--- config.mk ---
export PLATFORM = sky130hd
export DESIGN_NAME = p3te_ctrl
export DESIGN_NICKNAME = d
export VERILOG_FILES = /design/src/design/p3te_pkg.sv /design/src/design/p3te_ctrl.sv
export SDC_FILE = /design/constraint.sdc
export NUM_CORES = 1
export LEC_CHECK = 0
export ABC_AREA = 0
export BUFFER_PORTS_ARGS = -buffer_cell sky130_fd_sc_hd__buf_4
export CAP_MARGIN = 0
export CORE_ASPECT_RATIO = 0.75
export CORE_MARGIN = 8
export CORE_UTILIZATION = 46
export CTS_CLUSTER_DIAMETER = 120
export DETAILED_ROUTE_END_ITERATION = 8
export PLACE_DENSITY_LB_ADDON = 0.1
export SETUP_SLACK_MARGIN = 0.4
export SLEW_MARGIN = 15
export SYNTH_ARGS = -nofsm -noshare
export SYNTH_HDL_FRONTEND = slang
export SYNTH_SLANG_ARGS = --single-unit
--- constraint.sdc ---
create_clock -name i_clk -period 2.85 [get_ports i_clk]
set_input_delay 0.1425 -clock i_clk [delete_from_list [all_inputs] [get_ports i_clk]]
set_output_delay 0.1425 -clock i_clk [all_outputs]
set_load 0.01 [all_outputs]
--- src/design/p3te_pkg.sv ---
package p3te_pkg;

    localparam int TILES_ACROSS_DEF = 16;
    localparam int BAND_COUNT_DEF   = 4;

    localparam int GROUP_W  = 32;
    localparam int ENTRY_W  = 24;
    localparam int CHUNK_W  = 24;
    localparam int OFFSET_W = 11;
    localparam int PIXELS   = 8;
    localparam int CHUNK_BYTES_N = 3;

    typedef enum logic {
        OP_PIXELS = 1'b0,
        OP_DRAIN  = 1'b1
    } t_opcode;

    typedef struct packed {
        logic       odd;
        logic [1:0] plane;
    } t_byte_sel;

    typedef struct packed {
        t_byte_sel [CHUNK_BYTES_N-1:0] sel;
        logic [OFFSET_W-1:0]           offset;
        logic                          last;
    } t_chunk_meta;

endpackage

--- src/design/p3te_ctrl.sv ---
module p3te_ctrl #(
    parameter int TILES_ACROSS = p3te_pkg::TILES_ACROSS_DEF,
    parameter int BAND_COUNT   = p3te_pkg::BAND_COUNT_DEF
) (
    input  logic                         i_clk,
    input  logic                         i_rst_n,
    input  logic                         i_valid,
    input  logic                         i_opcode,
    input  logic [p3te_pkg::GROUP_W-1:0] i_pixel_group,
    input  logic                         i_s1_free,
    output logic                         o_ready,
    output logic                         o_wr_en,
    output logic                         o_wr_odd,
    output logic [((TILES_ACROSS > 1) ? $clog2(TILES_ACROSS) : 1)+2:0] o_wr_addr,
    output logic [p3te_pkg::ENTRY_W-1:0] o_wr_data,
    output logic                         o_rd_en,
    output logic [((TILES_ACROSS > 1) ? $clog2(TILES_ACROSS) : 1)+2:0] o_rd_addr_even,
    output logic [((TILES_ACROSS > 1) ? $clog2(TILES_ACROSS) : 1)+2:0] o_rd_addr_odd,
    output logic [((TILES_ACROSS > 1) ? $clog2(TILES_ACROSS) : 1)+2:0] o_rd_addr_third,
    output p3te_pkg::t_chunk_meta        o_meta
);

    localparam int TILE_W = (TILES_ACROSS > 1) ? $clog2(TILES_ACROSS) : 1;
    localparam int BAND_W = (BAND_COUNT > 1) ? $clog2(BAND_COUNT) : 1;
    localparam int AW     = TILE_W + 3;
    localparam int OW     = p3te_pkg::OFFSET_W;
    localparam int NB     = p3te_pkg::CHUNK_BYTES_N;
    localparam logic [TILE_W-1:0] TILE_LAST  = TILE_W'(TILES_ACROSS - 1);
    localparam logic [BAND_W-1:0] BAND_LAST  = BAND_W'(BAND_COUNT - 1);
    localparam logic [OW-1:0]     BAND_BYTES = OW'((TILES_ACROSS * 24) % (2 ** OW));

    logic              r_wr_half, n_wr_half;
    logic [2:0]        r_wr_row, n_wr_row;
    logic [TILE_W-1:0] r_wr_tile, n_wr_tile;
    logic [BAND_W-1:0] r_wr_band, n_wr_band;
    logic [OW-1:0]     r_band_base, n_band_base;
    logic              r_pending, n_pending;
    logic [2:0]        r_rd_k, n_rd_k;
    logic [TILE_W-1:0] r_rd_tile, n_rd_tile;
    logic [OW-1:0]     r_rd_offset, n_rd_offset;
    logic              r_rd_last, n_rd_last;

    logic          accept;
    logic          do_rd;
    logic          do_wr;
    logic [4:0]    loc [NB];
    logic [AW-1:0] addr [NB];

    function automatic logic [4:0] byte_loc(input logic [2:0] k, input logic [1:0] j);
        logic [4:0] b;
        logic [4:0] res;
        b = 5'({k, 1'b0}) + 5'(k) + 5'(j);
        if (b[4]) begin
            res = {b[2:0], 2'd2};
        end else begin
            res = {b[3:1], 1'b0, b[0]};
        end
        return res;
    endfunction

    assign accept  = i_valid && i_s1_free;
    assign o_ready = i_s1_free;
    assign do_rd   = accept && r_pending;
    assign do_wr   = accept && (p3te_pkg::t_opcode'(i_opcode) == p3te_pkg::OP_PIXELS);

    always_comb begin
        for (int j = 0; j < NB; j++) begin
            loc[j]              = byte_loc(r_rd_k, 2'(j));
            addr[j]             = {!r_wr_half, loc[j][4:3], r_rd_tile};
            o_meta.sel[j].odd   = loc[j][2];
            o_meta.sel[j].plane = loc[j][1:0];
        end
        o_meta.offset   = r_rd_offset;
        o_meta.last     = r_rd_last && (r_rd_k == 3'd7) && (r_rd_tile == TILE_LAST);
        o_rd_en         = do_rd;
        o_rd_addr_even  = loc[0][2] ? addr[1] : addr[0];
        o_rd_addr_odd   = loc[0][2] ? addr[0] : addr[1];
        o_rd_addr_third = addr[2];
    end

    always_comb begin
        for (int i = 0; i < p3te_pkg::PIXELS; i++) begin
            o_wr_data[3*i +: 3] = i_pixel_group[4*i +: 3];
        end
        o_wr_en   = do_wr;
        o_wr_odd  = r_wr_row[0];
        o_wr_addr = {r_wr_half, r_wr_row[2:1], r_wr_tile};
    end

    always_comb begin
        n_wr_half   = r_wr_half;
        n_wr_row    = r_wr_row;
        n_wr_tile   = r_wr_tile;
        n_wr_band   = r_wr_band;
        n_band_base = r_band_base;
        n_pending   = r_pending;
        n_rd_k      = r_rd_k;
        n_rd_tile   = r_rd_tile;
        n_rd_offset = r_rd_offset;
        n_rd_last   = r_rd_last;
        if (do_rd) begin
            n_rd_k      = r_rd_k + 3'd1;
            n_rd_offset = r_rd_offset + OW'(3);
            if (r_rd_k == 3'd7) begin
                if (r_rd_tile == TILE_LAST) begin
                    n_rd_tile = '0;
                    n_pending = 1'b0;
                end else begin
                    n_rd_tile = r_rd_tile + TILE_W'(1);
                end
            end
        end
        if (do_wr) begin
            if (r_wr_tile == TILE_LAST) begin
                n_wr_tile = '0;
                n_wr_row  = r_wr_row + 3'd1;
                if (r_wr_row == 3'd7) begin
                    n_wr_half   = !r_wr_half;
                    n_pending   = 1'b1;
                    n_rd_k      = '0;
                    n_rd_tile   = '0;
                    n_rd_offset = r_band_base;
                    n_rd_last   = (r_wr_band == BAND_LAST);
                    if (r_wr_band == BAND_LAST) begin
                        n_wr_band   = '0;
                        n_band_base = '0;
                    end else begin
                        n_wr_band   = r_wr_band + BAND_W'(1);
                        n_band_base = r_band_base + BAND_BYTES;
                    end
                end
            end else begin
                n_wr_tile = r_wr_tile + TILE_W'(1);
            end
        end
    end

    always_ff @(posedge i_clk) begin
        if (!i_rst_n) begin
            r_wr_half   <= 1'b0;
            r_wr_row    <= '0;
            r_wr_tile   <= '0;
            r_wr_band   <= '0;
            r_band_base <= '0;
            r_pending   <= 1'b0;
            r_rd_k      <= '0;
            r_rd_tile   <= '0;
            r_rd_offset <= '0;
            r_rd_last   <= 1'b0;
        end else begin
            r_wr_half   <= n_wr_half;
            r_wr_row    <= n_wr_row;
            r_wr_tile   <= n_wr_tile;
            r_wr_band   <= n_wr_band;
            r_band_base <= n_band_base;
            r_pending   <= n_pending;
            r_rd_k      <= n_rd_k;
            r_rd_tile   <= n_rd_tile;
            r_rd_offset <= n_rd_offset;
            r_rd_last   <= n_rd_last;
        end
    end

endmodule

* Word level (Yosys, flattened, before mapping) *
Cells that the tools add are included.

storage, ports and cells
  bits in registers = 41
  output and inout port bits = 77
  input bits = 37
  logic and storage cells = 62

cells by class
  bitwise logic cells = 1
  reductions and logical operators = 8
  muxes and demuxes = 28
  add/sub/neg operators = 10
  equality and inequality tests = 5

operator list
  kind                                            number
  2-to-1 mux 11 bit                               5
  2-to-1 mux 4 bit                                7
  2-to-1 mux 5 bit                                3
  2-to-1 mux 3 bit                                4
  2-to-1 mux 6 bit                                2
  adder 11 x 2 -> 11 bit (second input constant)  1
  adder 11 x 9 -> 11 bit (second input constant)  1
  adder 4 x 1 -> 4 bit (second input constant)    2
  == test 4 bit (second input constant)           2
  adder 3 x 1 -> 3 bit (second input constant)    2
  == test 3 bit (second input constant)           2
  2-to-1 mux 1 bit                                6
  adder 4 x 3 -> 5 bit                            1
  adder 5 x 1 -> 5 bit (second input constant)    1
  adder 5 x 2 -> 5 bit (second input constant)    1
  logical AND 1 bit                               5
  AND reduction 3 bit                             1
  adder 2 x 1 -> 2 bit (second input constant)    1
  == test 2 bit (second input constant)           1
  2-to-1 mux 2 bit                                1
  AND reduction 2 bit                             1
  zero test 1 bit                                 1
  inverter 1 bit                                  1

* Depth between registers and ports, before layout *
  depth in word-level cells = 7
  depth in mapped cells = 9
  depth with buffers taken out = 9

* Worst setup path after synthesis *
OpenSTA, ideal clock, no wires.

  kind = register to output
  from = register r_rd_k[1]
  to = output port o_rd_addr_even[5] (netlist name)
  data arrival time = 2238 ps
  cell stages (with the launch flop) = 10
  data required time = 2707 ps
  path buffers = 0
  setup slack = 470 ps
  cell sequence = dfxtp_1 ha_1 inv_1 fa_1 inv_1 ha_1 nand2_1 a311oi_1 o31ai_1 mux2_2

on the way
  cells in the longest elaborated chain, start to end = 4
  elaborated cells between the ends (all ways) = 5
  those cells by class = 2 x add/sub; 3 x mux

RTL lines
  item                      line              source
  from (decl)               p3te_ctrl.sv:38   logic [2:0] r_rd_k, n_rd_k;
  from (signal assigned)    p3te_ctrl.sv:157  r_rd_k <= n_rd_k;
  adder 4 x 3 -> 5 bit (*)  p3te_ctrl.sv:52   b = 5'({k, 1'b0}) + 5'(k) + 5'(j);
  adder 5 x 1 -> 5 bit      p3te_ctrl.sv:52
  2-to-1 mux 5 bit          p3te_ctrl.sv:53   if (b[4]) begin
  2-to-1 mux 6 bit (*)      p3te_ctrl.sv:76   o_rd_addr_even = loc[0][2] ? addr[1] : addr[0];
  to (decl)                 p3te_ctrl.sv:17   output logic [((TILES_ACROSS > 1) ? $clog2(TILES_ACROSS) : 1)+2:0] o_rd_addr_even,

Mark *: on every way between the ends. The rest lies on a longest branch, timed or not.

* Worst setup path after layout *
Ends and elaborated chain as after synthesis.

==> results.py <==
metrics = {
    "cts": {
        "cts_made_buffers": 5,
        "root_buffer": "clkbuf_8",
        "clkLatencyLatePin_ns": 0.28,
        "clk_path_buf_depth": 2,
        "clk_pin_slew_worst_paths_ns": 0.07,
        "cts_tree": "done",
        "cts_sinks": 34,
        "htree_levels": 2,
    },
    "routing": {
        "wl_mm": 4.990,
        "drcViolationCount": 0,
        "wl_met2_mm": 1.944,
        "wl_met3_um": 401,
        "viasPerCell": 5.139,
        "num_vias": 1855,
        "wl_per_cell_um": 13.82,
        "met1_length_mm": 2.536,
        "drtAntennaViolNets": 0,
        "drtIter0Drc": 57,
        "dr.pass1.iters": 5,
        "routed.top_layer": "met4",
    },
    "power_and_ir_drop": {
        "leakage_nw": 1.177,
        "p_sw_uw": 183.2,
        "pwr-share-comb_pct": 2.8,
        "seq_power_share_pct": 55.3,
        "p_int_uw": 679.0,
        "power_frac_clock_pct": 41.9,
        "sw_frac_of_total_pct": 21.24,
        "report.power.total_uw": 862.2,
        "worst_ir_drop_vdd_v": 0.0002212,
        "power_density_nw_per_um2": 327.8,
    },
    "setup_path": {
        "path_cells": "ha_4, inv_2, fa_1, inv_2, ha_4, nand2_2, a311oi_1, o31ai_1, mux2_4, buf_6",
        "cp_max_fo": 3,
        "path_buf_inv": 3,
        "max_stage_delay_ns": 0.46,
        "cp_top_family": "adder cells",
        "cp_slowest_cell": "fa_1",
        "worstPathArrival_ns": 2.27,
        "end_kind": "output pin",
        "worstPathRequired_ns": 2.71,
        "setup.worst_path.class": "flop to output pin",
        "worst-r2r-setup-slack_ns": 0.94,
        "cp-start-kind": "flop",
    },
    "global_route": {
        "grt_usage_pct": 13.47,
        "grt_max_degree": 20,
        "grt_pass1_vias": 1841,
        "antenna_found_initial": 0,
        "grt_pass1_wl_mm": 8.611,
        "grt-ovfl-total": 0,
    },
    "die": {
        "core_area_um2": 4790,
        "fp.dieH_um": 76.53,
        "dieArea_um2": 7401,
        "std_cell_rows": 22,
        "die_w_um": 96.71,
        "start_util_pct": 46.92,
        "ioPinCount": 114,
    },
    "logic_synthesis": {
        "syn_area_um2": 2247,
        "synth-edff-count": 0,
        "synth-seq-cells": 34,
        "yosysTopAreaCell": "dfxtp_1",
        "ys_types": 47,
        "yosysTopAreaCellShare_pct": 30.29,
        "synth_ff_type": "dfxtp_1",
        "syn_inst": 273,
        "avgSynthCellArea_um2": 8.231,
        "yosysSeqAreaShare_pct": 30.29,
        "yosysWarnings": 0,
        "synthesis.nets": 324,
        "ys_async_sr_fraction_pct": 0,
        "synth.top_cells.by_area": "dfxtp_1, buf_4, ha_1",
    },
    "sta": {
        "final-hold-violation-count": 0,
        "maxSlewHeadroom_pct": 62.48,
        "worst_slew_pin_slew_ns": 0.5594,
        "finalSetupViolCount": 0,
        "maxSlewViolCount": 0,
        "period_minus_slack_ns": 2.414,
        "timing.final.crit_share_pct": 84.72,
        "fin_hold_ws_ns": 0.1466,
        "max_freq_ghz": 0.4142,
        "rsz0062_at_grt": "yes",
        "tns_ns": 0,
        "skew_ns": 0.004246,
    },
    "finish": {
        "area_growth_pct": 17.04,
        "fin_nets": 351,
        "drive_above_1_share_pct": 30.23,
        "antennaDiodeCount": 0,
        "final_util_pct": 54.91,
    },
    "place": {
        "port_buffers": 57,
        "routabilityCongestion": 0.8063,
        "hpwl_mm": 3.666,
    },
    "run": {
        "cap_violations": 0,
    },
    "hold_path": {
        "hold_path_class": "primary input to flop",
    },
    "run_status": {
        "outcome": "finished clean",
    },
}
state kept, by name, indices dropped and copies added, names as in the netlist:
name / flops
r_rd_offset: 11
r_band_base: 4
r_rd_tile: 4
r_wr_tile: 4
r_rd_k: 3
r_wr_row: 3
r_wr_band: 2
r_pending: 1
r_rd_last: 1
r_wr_half: 1
metrics by stage:
step | instance area [µm²] | setup WS, ns | instances
final | 2630 | 0.4355 | 361
after global routing | 2630 | 0.3175 | 361
after CTS | 2615 | 0.4004 | 361
after detailed placement | 2456 | 0.2391 | 349
after global placement | 2456 | 0.2833 | 349
after floorplan | 2247 | 0.4699 | 273
per-layer routing:
metal  track usage (%)  vias up
met2             18.96       64
met4             5.666        0
li1                  -      941
met3             5.525       16
met5                 0        -
met1             17.52      834
area by class of cell:
type                    count  area (µm²)
clock buffers               7       86.33
fillers                   465        2160
repair buffers             65       491.7
well taps                  60       75.07
flip-flops and latches     34       685.7
inverters                  16       60.06
multi-input cells         178        1226
clock inverters             1       5.005
path summary, 6_finish.rpt:
kind	startpoint	end	cells past startpoint
hold / removal	i_rst_n	r_rd_offset[10]	3
setup reg to reg	r_wr_row[0]	r_rd_k[1]	6
setup / recovery	r_rd_k[1]	o_rd_addr_even[5]	10
hold reg to reg	r_pending	r_pending	2
worst reg2reg max path, cell delays in order (launching register included):
cell and delay, ns:
dfxtp_1 0.33, ha_1 0.20, ha_1 0.17, and4_1 0.23, nand2_4 0.21, nand2_1 0.37
a211oi_1 0.31
cells by family after synthesis:
logic type,share of synthesized area [%]
XOR/XNOR,8.129
AO/OA/AOI/OAI,12.25
flip-flops,30.29
multiplexers,3.619
buffers and inverters,17.09
AND/OR/NAND/NOR,20.49
adder cells (fa/ha/maj),8.129
power by group through the flow:
stage / Clock (mW) / Combinational, mW / Sequential (mW)
finish: 0.361 / 0.0244 / 0.477
global route: 0.402 / 0.0264 / 0.476
global placement: 0 / 0.0249 / 0.488
CTS: 0.373 / 0.0246 / 0.476
floorplan: 0 / 0.0481 / 0.489
detailed placement: 0 / 0.0244 / 0.488
placed cells by master, fill, tap and decap left out, types with 2 or more instances in the layout:
cell type / instances
ha_4: 2
nor4_1: 2
nor3_1: 7
buf_4: 64
a211oi_2: 2
nor2b_1: 2
mux2i_1: 7
xor2_1: 6
nand3_1: 5
nand2_1: 23
ha_1: 10
inv_2: 4
nand3b_1: 2
and3b_1: 2
a211oi_1: 4
a21oi_1: 17
and3_1: 3
inv_1: 11
xnor2_1: 13
dfxtp_1: 32
nand4_1: 4
a311oi_1: 2
clkbuf_8: 6
and4_1: 2
o22ai_1: 2
o21ai_0: 5
o2bb2ai_1: 2
nor2_1: 32
or3_1: 3
what timing repair did:
item	in CTS	in global routing
buffers inserted	4	0
hold buffers	0	0
setup endpoints to repair	5	3
resized for setup	9	6
pin swaps	5	1
synthesized netlist by cell type (all sizes together) (3+ instances only):
| library cell | count |
|---|---|
| buf | 43 |
| dfxtp | 34 |
| nor2 | 33 |
| nand2 | 25 |
| a21oi | 18 |
| inv | 15 |
| xnor2 | 14 |
| ha | 13 |
| mux2i | 7 |
| nor3 | 7 |
| a211oi | 6 |
| nand3 | 6 |
| o21ai | 6 |
| xor2 | 6 |
| nand4 | 4 |
| and3 | 3 |
| or3 | 3 |
Note: power is estimated with default switching activity, not from simulation.
