## src/design/p3te_pkg.sv

```systemverilog
package p3te_pkg;

    localparam int TILES_ACROSS_DEF = 16;
    localparam int BAND_COUNT_DEF   = 4;

    localparam int GROUP_W  = 32;
    localparam int ENTRY_W  = 24;
    localparam int CHUNK_W  = 24;
    localparam int OFFSET_W = 11;
    localparam int PIXELS   = 8;
    localparam int CHUNK_BYTES_N = 3;

    typedef enum logic {
        OP_PIXELS = 1'b0,
        OP_DRAIN  = 1'b1
    } t_opcode;

    typedef struct packed {
        logic       odd;
        logic [1:0] plane;
    } t_byte_sel;

    typedef struct packed {
        t_byte_sel [CHUNK_BYTES_N-1:0] sel;
        logic [OFFSET_W-1:0]           offset;
        logic                          last;
    } t_chunk_meta;

endpackage

```

## src/design/p3te_if.sv

```systemverilog


interface p3te_chunk_if;
    logic                          valid;
    logic                          ready;
    logic [p3te_pkg::CHUNK_W-1:0]  chunk_bytes;
    logic [p3te_pkg::OFFSET_W-1:0] byte_offset;
    logic                          is_last;

    modport source (output valid, output chunk_bytes, output byte_offset, output is_last,
                    input ready);
    modport sink   (input valid, input chunk_bytes, input byte_offset, input is_last,
                    output ready);
endinterface

```

## src/design/p3te_out.sv

```systemverilog
module p3te_out (
    input  logic                         i_clk,
    input  logic                         i_rst_n,
    input  logic                         i_rd_en,
    input  p3te_pkg::t_chunk_meta        i_meta,
    input  logic [p3te_pkg::ENTRY_W-1:0] i_q_even,
    input  logic [p3te_pkg::ENTRY_W-1:0] i_q_odd,
    input  logic [p3te_pkg::ENTRY_W-1:0] i_q_even_third,
    input  logic [p3te_pkg::ENTRY_W-1:0] i_q_odd_third,
    output logic                         o_s1_free,
    p3te_chunk_if.source                 o_chunk
);

    localparam int NB = p3te_pkg::CHUNK_BYTES_N;
    localparam int EW = p3te_pkg::ENTRY_W;

    logic                          r_s1_valid;
    p3te_pkg::t_chunk_meta         r_meta;
    logic                          r_o_valid;
    logic [p3te_pkg::CHUNK_W-1:0]  r_chunk;
    logic [p3te_pkg::OFFSET_W-1:0] r_offset;
    logic                          r_last;

    logic                          out_free;
    logic [EW-1:0]                 src [NB];
    logic [EW-1:0]                 shifted [NB];
    logic [p3te_pkg::CHUNK_W-1:0]  n_chunk;

    assign out_free  = !r_o_valid || o_chunk.ready;
    assign o_s1_free = !r_s1_valid || out_free;

    always_comb begin
        for (int j = 0; j < NB; j++) begin
            if (r_meta.sel[j].odd) begin
                src[j] = (j == NB - 1) ? i_q_odd_third : i_q_odd;
            end else begin
                src[j] = (j == NB - 1) ? i_q_even_third : i_q_even;
            end
            shifted[j] = src[j] >> r_meta.sel[j].plane;
            for (int i = 0; i < p3te_pkg::PIXELS; i++) begin
                n_chunk[8*j + 7 - i] = shifted[j][3*i];
            end
        end
    end

    always_ff @(posedge i_clk) begin
        if (!i_rst_n) begin
            r_s1_valid <= 1'b0;
            r_o_valid  <= 1'b0;
        end else begin
            if (o_s1_free) begin
                r_s1_valid <= i_rd_en;
            end
            if (out_free) begin
                r_o_valid <= r_s1_valid;
            end
        end
    end

    always_ff @(posedge i_clk) begin
        if (i_rd_en) begin
            r_meta <= i_meta;
        end
        if (out_free && r_s1_valid) begin
            r_chunk  <= n_chunk;
            r_offset <= r_meta.offset;
            r_last   <= r_meta.last;
        end
    end

    assign o_chunk.valid       = r_o_valid;
    assign o_chunk.chunk_bytes = r_chunk;
    assign o_chunk.byte_offset = r_offset;
    assign o_chunk.is_last     = r_last;

endmodule

```

## src/flat_wrapper.sv

```systemverilog
// flat-port wrapper written by rule: the top's interface ports become plain ports
module p3te_out_flat 
  (i_clk, i_rst_n, i_rd_en, i_meta, i_q_even, i_q_odd, i_q_even_third, i_q_odd_third, o_s1_free, o_chunk_valid, o_chunk_chunk_bytes, o_chunk_byte_offset, o_chunk_is_last, o_chunk_ready);
  p3te_chunk_if o_chunk_i ();
  input  logic i_clk;
  input  logic i_rst_n;
  input  logic i_rd_en;
  input  p3te_pkg::t_chunk_meta i_meta;
  input  logic [p3te_pkg::ENTRY_W-1:0] i_q_even;
  input  logic [p3te_pkg::ENTRY_W-1:0] i_q_odd;
  input  logic [p3te_pkg::ENTRY_W-1:0] i_q_even_third;
  input  logic [p3te_pkg::ENTRY_W-1:0] i_q_odd_third;
  output logic o_s1_free;
  output wire logic [$bits(o_chunk_i.valid)-1:0] o_chunk_valid;
  output wire logic [$bits(o_chunk_i.chunk_bytes)-1:0] o_chunk_chunk_bytes;
  output wire logic [$bits(o_chunk_i.byte_offset)-1:0] o_chunk_byte_offset;
  output wire logic [$bits(o_chunk_i.is_last)-1:0] o_chunk_is_last;
  input wire logic [$bits(o_chunk_i.ready)-1:0] o_chunk_ready;
  assign o_chunk_valid = o_chunk_i.valid;
  assign o_chunk_chunk_bytes = o_chunk_i.chunk_bytes;
  assign o_chunk_byte_offset = o_chunk_i.byte_offset;
  assign o_chunk_is_last = o_chunk_i.is_last;
  assign o_chunk_i.ready = o_chunk_ready;
  p3te_out u_core (.i_clk(i_clk), .i_rst_n(i_rst_n), .i_rd_en(i_rd_en), .i_meta(i_meta), .i_q_even(i_q_even), .i_q_odd(i_q_odd), .i_q_even_third(i_q_even_third), .i_q_odd_third(i_q_odd_third), .o_s1_free(o_s1_free), .o_chunk(o_chunk_i));
endmodule
```

## config.mk

```make
export PLATFORM = sky130hd
export DESIGN_NAME = p3te_out_flat
export DESIGN_NICKNAME = d
export VERILOG_FILES = /design/src/design/p3te_pkg.sv /design/src/design/p3te_if.sv /design/src/design/p3te_out.sv /design/src/flat_wrapper.sv
export SDC_FILE = /design/constraint.sdc
export NUM_CORES = 1
export LEC_CHECK = 0
export BUFFER_PORTS_ARGS = -buffer_cell sky130_fd_sc_hd__buf_2
export CAP_MARGIN = 20
export CORE_MARGIN = 10
export CORE_UTILIZATION = 47
export DETAILED_ROUTE_END_ITERATION = 10
export HOLD_SLACK_MARGIN = 0.1
export PLACE_DENSITY_LB_ADDON = 0.08
export SLEW_MARGIN = 20
export SYNTH_ARGS = -nofsm -noshare
export SYNTH_HDL_FRONTEND = slang
export SYNTH_SLANG_ARGS = --single-unit
```

## constraint.sdc

```tcl
create_clock -name i_clk -period 3.02 [get_ports i_clk]
set_input_delay 0.453 -clock i_clk [delete_from_list [all_inputs] [get_ports i_clk]]
set_output_delay 0.453 -clock i_clk [all_outputs]
set_load 0.01 [all_outputs]
```

-- Yosys cells after proc, flatten, opt, wreduce, memory -nomap -nowiden
Cells that the tools add are included.
W data, S select, Z words.
- flip-flop bits (word level): 59
- bits of input ports: 121
- word-level logic and storage cells: 24
- reduce and logical (&&, ||, !) cells: 5
- multiplexer cells: 3
- shifts and indexed selects: 3
- operators with widths (cell ; number):
    $mux W24 ; 3
    $shr A24 B2 Y22 ; 3
    $logic_not A1 Y1 ; 2
    $logic_or A1 B1 Y1 ; 2
    $logic_and A1 B1 Y1 ; 1

-- Depth between registers and ports, before layout
Gate-level depths: netlist of the first run.
- word-level depth: 3
- gate-level depth with buffers: 4

-- Worst setup path before layout of the first run
Ideal clock, no wire load.
- kind: input to register
- from: input o_chunk_ready
- to: register u_core.r_offset (netlist bit u_core.o_chunk.byte_offset[0]) (enable)
- arrival time: 2.119 ns
- data required time: 2.587 ns
- setup slack: 0.467 ns
- stages: 2
- buffers on the path: 0
- cells stage by stage: nor2b_1 > nor2b_1
- longest elaborated chain between the ends: 2
- ends and longest elaborated chain (what ; RTL line ; source):
    start: declaration ; flat_wrapper.sv:18 ; input wire logic [$bits(o_chunk_i.ready)-1:0] o_chunk_ready;
    $logic_or A1 B1 Y1 ; p3te_out.sv:29 ; assign out_free = !r_o_valid || o_chunk.ready;
    $logic_and A1 B1 Y1 ; p3te_out.sv:64 ; if (out_free && r_s1_valid) begin
    end signal: assignment ; p3te_out.sv:66 ; r_offset <= r_meta.offset;
    end: declaration ; p3te_out.sv:21 ; logic [p3te_pkg::OFFSET_W-1:0] r_offset;
Every way passes these cells.
A chain may end at the register's enable or synchronous reset.

-- Worst setup path after layout of the first run
- from: register u_core.r_meta[15] (netlist name)
- to: register u_core.r_chunk (netlist bit u_core.o_chunk.chunk_bytes[15]), data pin
- longest elaborated chain between the ends: 1
- ends and longest elaborated chain (what ; RTL line ; source):
    start: declaration ; p3te_out.sv:18 ; p3te_pkg::t_chunk_meta r_meta;
    start signal: assignment ; p3te_out.sv:62 ; r_meta <= i_meta;
    $shr A24 B2 Y22 ; p3te_out.sv:39 ; shifted[j] = src[j] >> r_meta.sel[j].plane;
    named net u_core.n_chunk (one bit) ; p3te_out.sv:27 ; logic [p3te_pkg::CHUNK_W-1:0] n_chunk;
    end signal: assignment ; p3te_out.sv:65 ; r_chunk <= n_chunk;
    end: declaration ; p3te_out.sv:20 ; logic [p3te_pkg::CHUNK_W-1:0] r_chunk;
The timed path passes the listed nets, and every way through them passes these cells.

==> results of run 1 <==
-- area by class of cell --
type                       count  area (sq um)  share of cell area (%)
multi-input combinational     80          1510                    34.1
clock buffer                  10           138                    3.11
inverter                       4          15.0                   0.340
sequential                    59          1750                    39.6
tap                           96           120                    2.72
timing repair buffer         159           798                    18.1
clock inverter                 6          88.8                    2.01
-- kinds of logic (layout without fill, tap and decap cells) --
group	Yosys count	count (layout)	synth area share, %
DFF	59	59	51.6
buffers and inverters	19	179	4.27
and+or+nand+nor	6	6	1.18
AOI/OAI and AO/OA	5	5	1.22
muxes	69	69	41.8
-- per-layer routing --
metal | share of wire, % | wire length (um) | up-vias
met5 | 0.21 | 18 | -
met4 | 2.2 | 182 | 4
met3 | 11 | 899 | 22
met2 | 49 | 4150 | 127
met1 | 38 | 3200 | 1088
li1 | - | - | 1035
-- cell usage in the layout, fill, tap and decap left out, drive strengths merged --
cell	synthesis	final
nor2b	2	2
mux2i	3	3
mux2	21	21
bufinv	0	2
clkinvlp	0	2
nand2b	3	3
clkbuf	3	10
and3b	1	1
dfxtp	2	2
mux4	45	45
buf	12	159
o2bb2ai	3	3
o21a	2	2
inv	4	4
clkinv	0	2
edfxtp	57	57
-- sequential cells by signal, summed over array words and instances, names as in the netlist --
register	cells
u_core.o_chunk.chunk_bytes	24
u_core.o_chunk.valid	1
u_core.r_s1_valid	1
u_core.o_chunk.is_last	1
u_core.r_meta	21
u_core.o_chunk.byte_offset	11
-- cell usage after synthesis --
| cell type | number | share of area [%] |
|---|---|---|
| mux4_2 | 8 | 5.3 |
| o21a_1 | 2 | 0.44 |
| mux2_2 | 21 | 7.0 |
| dfxtp_1 | 2 | 1.2 |
| mux4_1 | 37 | 29 |
| inv_1 | 4 | 0.44 |
| mux2i_1 | 3 | 0.88 |
| nand2b_1 | 3 | 0.55 |
| edfxtp_1 | 57 | 50 |
| clkbuf_1 | 3 | 0.33 |
| buf_2 | 6 | 0.88 |
| buf_8 | 1 | 0.44 |
| buf_6 | 3 | 0.99 |
| o2bb2ai_1 | 3 | 0.77 |
| nor2b_1 | 2 | 0.37 |
| buf_12 | 2 | 1.2 |
| and3b_1 | 1 | 0.26 |
-- how the worst max path moves through the flow --
| stage | to | slack, ns |
|---|---|---|
| after detailed placement | u_core.o_chunk.chunk_bytes[15]$_DFFE_PP_ | 1.01 |
| after global routing | u_core.o_chunk.chunk_bytes[13]$_DFFE_PP_ | 0.90 |
| after floorplan | u_core.o_chunk.byte_offset[0]$_DFFE_PP_ | 0.47 |
| after global placement | u_core.o_chunk.chunk_bytes[15]$_DFFE_PP_ | 1.04 |
| after CTS | u_core.o_chunk.chunk_bytes[12]$_DFFE_PP_ | 1.0 |
| final | u_core.o_chunk.chunk_bytes[15]$_DFFE_PP_ | 0.99 |
-- stage by stage --
stage / setup WS [ns] / total power [mW] / cell area, sq um / hold WS, ns
floorplan: 0.467 / 1.27 / 3400 / 0.400
global placement: 1.04 / 1.40 / 4190 / 0.401
detailed placement: 1.01 / 1.41 / 4190 / 0.405
CTS: 0.996 / 2.22 / 4420 / 0.270
global route: 0.900 / 2.29 / 4420 / 0.264
finish: 0.995 / 2.19 / 4420 / 0.287
-- critical path: cells and delay by family, from the launching register on --
family | cells | cell delay [ns]
flops | 1 | 0.86
mux | 2 | 0.92
-- power by group through the flow --
stage / sequential, mW / combinational, mW / clock, mW
6_report: 1.04 / 0.349 / 0.808
5_1_grt: 1.05 / 0.383 / 0.857
4_1_cts: 1.04 / 0.354 / 0.828
3_5_place_dp: 1.05 / 0.352 / 0
3_3_place_gp: 1.05 / 0.346 / 0
2_1_floorplan: 1.02 / 0.245 / 0
==> results.json, run 1 <==
{
  "synth_cell_type_count": 17,
  "area_growth_pct": 30.1,
  "cp_slowest_stage_delay_ns": 0.86,
  "num_vias": 2276,
  "dp_hpwl_um": 6700,
  "cts_sinks": 59,
  "io_buffers": 158,
  "filler_cell_count": 539,
  "start_util_pct": 49.2,
  "utilization_pct": 64.0,
  "dp_cells": 398,
  "cp.arrival_ns": 2.11,
  "die_h_um": 105,
  "synthesis.area_sq_um": 3400,
  "p_sw_share_pct": 22.7,
  "cts.clk_slew.worst_paths_ns": 0.07,
  "critical_path.startpoint": "u_core.r_meta[15]$_DFFE_PP_",
  "whs_path_depth": 1,
  "min_to": "u_core.r_meta[3]$_DFFE_PP_",
  "grt-ovfl-total": 0,
  "crit_path_end_kind": "register",
  "antenna-diode-count": 0,
  "routedWlPerCell_um": 20.4,
  "cts_made_buffers": 9,
  "path_cells": "mux4_1, mux2_2",
  "grt_setup_unrepaired": "no",
  "cts_hold_buf": 0,
  "avgSynthCellArea_sq_um": 21.5,
  "p_sw_mw": 0.497,
  "fin_cells": 414,
  "r2r-start": "u_core.r_meta[15]$_DFFE_PP_",
  "max_cap_viol_count": 0,
  "drt-pass1-iter-count": 4,
  "grt_pass1_wl_um": 13400,
  "gp_congestion": 0.772,
  "grt_use_met3_pct": 7.49,
  "drive_gt1_share_pct": 64.5,
  "grt_use_met2_pct": 26.1,
  "worst_clock_skew_ns": 0.00556,
  "busiest_layer": "met2",
  "track_usage_pct": 15.4,
  "io_pins": 159,
  "intPower_mw": 1.70,
  "ys_ff_latch": 59,
  "hp-class": "in -> reg",
  "yosysWarnings": 0,
  "path_max_fanout": 16,
  "rows": 30,
  "netlist_instances": 158,
  "syn_nets": 279,
  "die_w_um": 105,
  "die_area_sq_um": 11000,
  "outcome": "finished, final reports clean",
  "insertion_delay_ns": 0.34,
  "power_density_nw_per_um2": 496,
  "core_area_sq_um": 6910,
  "grt_pass1_vias": 2734,
  "required_ns": 3.11,
  "total_leakage_power_nw": 1.88,
  "worst-slew-pin-transition_ns": 0.784,
  "maxSlewViolCount": 0,
  "global_route.usage.met1_pct": 16.0,
  "clock_path_buffers": 2,
  "cts_max_level": 3,
  "ant_nets": 0,
  "critPathKind": "reg -> reg",
  "r2r-end": "u_core.o_chunk.chunk_bytes[15]$_DFFE_PP_",
  "postCtsResizedCells": 0,
  "clockPowerShare_pct": 36.8,
  "cp_slowest_cell": "edfxtp_1",
  "cp-start-kind": "register",
  "r2r_slack_ns": 0.99,
  "antenna_found_initial": 2,
  "max_slew_margin_pct": 47.7,
  "nets": 434,
  "ir_worst_vdd_mv": 0.316,
  "r2r_cells": 2,
  "layout_min_cycle_time_ns": 2.03,
  "comb_power_share_pct": 15.9,
  "totalWireLength_um": 8450,
  "grt_max_degree": 37,
  "cts_setup_buffers": 0,
  "root_buffer": "clkbuf_8",
  "setup_violations": 0,
  "cts_tree": "yes",
  "vias_per_cell": 5.50,
  "fmax_mhz": 494,
  "min_from": "i_meta[3]",
  "ys_seq_area_share_pct": 51.6,
  "period_share_pct": 67.1,
  "drt_iter0_markers": 103,
  "hold_viol_final": 0,
  "sequentialPowerShare_pct": 47.2,
  "drc": 0,
  "finalSetupTns_ns": 0
}
No activity file was read; power rests on OpenSTA's default activity.
==> run 2: changes to the inputs <==
Settings changed: CORE_UTILIZATION 47 to 43.
Clock period 3.02 ns to 1.75 ns, I/O delays scaled along.
==> results.json, run 2 (synthesis gave the netlist of run 1 again) <==
{
  "grt_pass1_vias": 2705,
  "grt-ovfl-total": 0,
  "cts_setup_buffers": 0,
  "grt_pass1_wl_um": 13900,
  "worst-slew-pin-transition_ns": 0.559,
  "clock_path_buffers": 2,
  "layout_commonest_cell": "buf_2",
  "hp-class": "in -> reg",
  "r2r-end": "u_core.o_chunk.chunk_bytes[18]$_DFFE_PP_",
  "max_cap_viol_count": 0,
  "path_max_fanout": 16,
  "start_util_pct": 44.2,
  "antenna_found_initial": 0,
  "grt_max_degree": 37,
  "insertion_delay_ns": 0.35,
  "critPathKind": "reg -> reg",
  "fin_hold_ws_ns": 0.127,
  "grt_setup_unrepaired": "no",
  "r2r_slack_ns": 0.1,
  "cp-start-kind": "register",
  "cts_sinks": 59,
  "cts_tree": "yes",
  "cp_top_family": "multiplexers",
  "root_buffer": "clkbuf_8",
  "cp_slowest_cell": "mux4_1",
  "cp_slowest_stage_delay_ns": 0.58,
  "final_cell_mix": "buf_2 (158), edfxtp_1 (57), mux4_1 (37), mux2_2 (21), dlygate4sd3_1 (21)",
  "routedWlPerCell_um": 20.2,
  "gp_congestion": 0.803,
  "dp_cells": 413,
  "setup_violations": 0,
  "worstSetupEndpoint": "u_core.o_chunk.chunk_bytes[18]$_DFFE_PP_",
  "drt-pass1-iter-count": 4,
  "r2r_cells": 3,
  "dp_hpwl_um": 6890,
  "drc": 0,
  "finalSetupTns_ns": 0,
  "path_cells": "buf_12, mux4_1, mux2_2",
  "max_slew_margin_pct": 62.8,
  "ant_nets": 0,
  "drive_gt1_share_pct": 61.5,
  "totalWireLength_um": 9100,
  "outcome": "finished, final reports clean",
  "cts.clk_slew.worst_paths_ns": 0.09,
  "maxSlewViolCount": 0,
  "num_vias": 2348,
  "path_depth": 3,
  "largest_reg_flops": 24,
  "io_pins": 159,
  "core_area_sq_um": 7690,
  "layout_min_cycle_time_ns": 1.65,
  "track_usage_pct": 15.6,
  "required_ns": 1.84,
  "power_density_nw_per_um2": 805,
  "ir_worst_vdd_mv": 0.605,
  "nets": 464,
  "io_buffers": 158,
  "antenna-diode-count": 0,
  "utilization_pct": 61.6,
  "placed_area_sq_um": 4320,
  "total_leakage_power_nw": 2.03,
  "critical_path.startpoint": "u_core.r_meta[18]$_DFFE_PP_",
  "cp.arrival_ns": 1.74,
  "worst_clock_skew_ns": 0.0141,
  "die_w_um": 109,
  "die_area_sq_um": 11900,
  "cts_made_buffers": 9,
  "fmax_mhz": 606,
  "r2r-start": "u_core.r_meta[18]$_DFFE_PP_",
  "area_growth_pct": 39.4,
  "vias_per_cell": 5.22,
  "crit_path_end_kind": "register",
  "drt_iter0_markers": 53,
  "rows": 32,
  "design_area_sq_um": 4740,
  "period_share_pct": 94.4,
  "hold_viol_final": 0,
  "die_h_um": 109,
  "fin_cells": 450,
  "cts_max_level": 3,
  "cp_num_buf_inv": 1
}
[run 2: cell types whose count changed in the layout (fill, tap and decap cells not counted), sizes merged]
cell / change
clkbuf: -1
buf: +9
dlygate4sd3: +21
inv: +4
clkinv: -1
bufinv: -1
clkinvlp: -1
[run 2: worst min-delay path by stage]
| stage | slack [ns] | endpoint | cells past startpoint | start |
|---|---|---|---|---|
| after floorplan | 0.36 | u_core.r_meta[0]$_DFFE_PP_ | 0 | i_meta[0] |
| after global placement | 0.40 | u_core.o_chunk.byte_offset[0]$_DFFE_PP_ | 0 | u_core.r_meta[1]$_DFFE_PP_ |
| after detailed placement | 0.40 | u_core.o_chunk.byte_offset[10]$_DFFE_PP_ | 0 | u_core.r_meta[11]$_DFFE_PP_ |
| after CTS | 0.10 | u_core.r_s1_valid$_SDFFE_PN0P_ | 2 | i_rst_n |
| after global routing | 0.11 | u_core.o_chunk.valid$_SDFFE_PN0P_ | 2 | i_rst_n |
| final | 0.13 | u_core.r_s1_valid$_SDFFE_PN0P_ | 2 | i_rst_n |
[run 2: final cells by class]
class | instances | area, sq um
tap | 102 | 128
clock buffer | 9 | 124
inverter | 4 | 15.0
timing repair buffer | 189 | 1130
clock inverter | 7 | 83.8
sequential | 59 | 1750
fill | 622 | 2950
multi-input combinational | 80 | 1510
[run 2: report_power, final]
part / total, mW / internal (mW) / switching (mW)
sequential: 1.73 / 1.68 / 0.0443
clock: 1.33 / 0.685 / 0.649
combinational: 0.751 / 0.471 / 0.281
[run 2: what timing repair did]
action	in CTS	in global routing
hold endpoints to repair	21	0
hold buffers	21	0
gates resized for setup	0	0
[run 2: per-layer routing]
metal	global-route usage [%]	vias up	part of all wire (%)
li1	-	1098	-
met2	27.2	104	51
met5	0	-	0
met3	6.84	11	9.3
met4	5.27	0	1.4
met1	16.5	1135	38
[run 2: per-stage QoR]
step	setup slack, ns	power, mW
after floorplan	0.129	2.19
final	0.0988	3.81
after global placement	0.119	2.47
after detailed placement	0.106	2.48
after CTS	0.0989	3.88
after global routing	0.0278	4.00
==> run 3: changes to the inputs <==
Settings changed: CORE_UTILIZATION 43 to 51, GPL_ROUTABILITY_DRIVEN from default to 0.
Clock period 1.75 ns to 1.9 ns, I/O delays scaled along.
==> results.json, run 3 (synthesis gave the netlist of run 1 again) <==
{
  "worst_clock_skew_ns": 0.0127,
  "outcome": "finished, final reports clean",
  "crit_path_end_kind": "register",
  "hold_viol_final": 0,
  "rows": 29,
  "r2r_cells": 3,
  "antenna-diode-count": 0,
  "layout_min_cycle_time_ns": 1.67,
  "drt_iter0_markers": 89,
  "fin_hold_ws_ns": 0.126,
  "core_area_sq_um": 6420,
  "num_vias": 2269,
  "dp_hpwl_um": 6940,
  "max_cap_viol_count": 0,
  "max_slew_margin_pct": 62.9,
  "track_usage_pct": 16.6,
  "drc": 0,
  "fmax_mhz": 598,
  "insertion_delay_ns": 0.33,
  "required_ns": 1.98,
  "worst-slew-pin-transition_ns": 0.556,
  "grt_pass1_wl_um": 13100,
  "cts_hold_buf": 0,
  "cts_max_level": 3,
  "totalWireLength_um": 8610,
  "ir_worst_vdd_mv": 0.371,
  "path_max_fanout": 16,
  "dpl_worst_slack_ns": 0.236,
  "cts.clk_slew.worst_paths_ns": 0.08,
  "io_buffers": 158,
  "clock_path_buffers": 2,
  "final_cell_mix": "buf_2 (158), edfxtp_1 (57), mux4_1 (37), mux2_2 (21), buf_4 (11)",
  "finalSetupTns_ns": 0,
  "area_growth_pct": 31.7,
  "postCtsResizedCells": 0,
  "power_density_nw_per_um2": 756,
  "antenna_found_initial": 0,
  "total_leakage_power_nw": 1.93,
  "cts_made_buffers": 9,
  "whs_path_depth": 1,
  "hp-class": "in -> reg",
  "period_share_pct": 88.0,
  "die_h_um": 102,
  "drive_gt1_share_pct": 65.5,
  "fin_ws_ns": 0.228,
  "cts_setup_buffers": 0,
  "setup_violations": 0,
  "cts_sinks": 59,
  "die_w_um": 102,
  "filler_cell_count": 442,
  "start_util_pct": 52.9,
  "largest_reg_flops": 24,
  "ant_nets": 0,
  "cp.arrival_ns": 1.75,
  "io_pins": 159,
  "layout_commonest_cell": "buf_2",
  "critPathKind": "reg -> reg",
  "routedWlPerCell_um": 21.1,
  "maxSlewViolCount": 0,
  "grt-ovfl-total": 0,
  "nets": 446,
  "grt_setup_unrepaired": "no",
  "grt_max_degree": 23,
  "cts_tree": "yes",
  "die_area_sq_um": 10300,
  "grt_pass1_vias": 2572,
  "root_buffer": "clkbuf_8",
  "cp-start-kind": "register",
  "total_power_mw": 3.38,
  "drt-pass1-iter-count": 4,
  "vias_per_cell": 5.57
}
-- run 3: per-stage QoR --
| step | utilization (%) | instances | cell area (sq um) |
|---|---|---|---|
| floorplan | - | 158 | 3400 |
| global placement | 66.4 | 390 | 4260 |
| detailed placement | 66.4 | 390 | 4260 |
| CTS | 69.5 | 406 | 4460 |
| global route | 69.7 | 407 | 4470 |
| finish | 69.7 | 407 | 4470 |
-- run 3: layout make-up --
type                            count  area, sq um  share of cell area, %
Tap cell                           77         96.3                   2.15
Sequential cell                    59         1750                   39.1
Inverter                            4         15.0                  0.336
Clock inverter                      7         76.3                   1.71
Timing Repair Buffer              171          903                   20.2
Clock buffer                        9          124                   2.77
Multi-Input combinational cell     80         1510                   33.7
-- run 3: final timing paths --
kind                               startpoint                                  endpoint  slack, ns
setup reg to reg  u_core.r_meta[18]$_DFFE_PP_  u_core.o_chunk.chunk_bytes[20]$_DFFE_PP_       0.23
hold / removal                     i_meta[11]               u_core.r_meta[11]$_DFFE_PP_       0.13
hold reg to reg    u_core.r_meta[7]$_DFFE_PP_   u_core.o_chunk.byte_offset[6]$_DFFE_PP_       0.42
setup / recovery  u_core.r_meta[18]$_DFFE_PP_  u_core.o_chunk.chunk_bytes[20]$_DFFE_PP_       0.23
-- run 3: metal layers --
metal  share of wire, %  GRT usage, %  vias to the layer above
li1                   -             -                     1060
met1                 40          19.3                     1103
met2                 49          26.8                      102
met3                9.9          7.22                        4
met4               0.72          5.61                        0
met5                  0             0                        -
-- run 3: report_power, final --
group          leakage, nW  internal, mW  switching, mW
logic                 1.28         0.399          0.256
registers            0.560          1.55         0.0385
clock network       0.0958         0.611          0.526
total                 1.93          2.56          0.821
-- run 3: critical path, cell delays in order (launching register included) --
cell	delay (ns)
edfxtp_1	0.39
buf_12	0.17
mux4_1	0.58
mux2_2	0.28
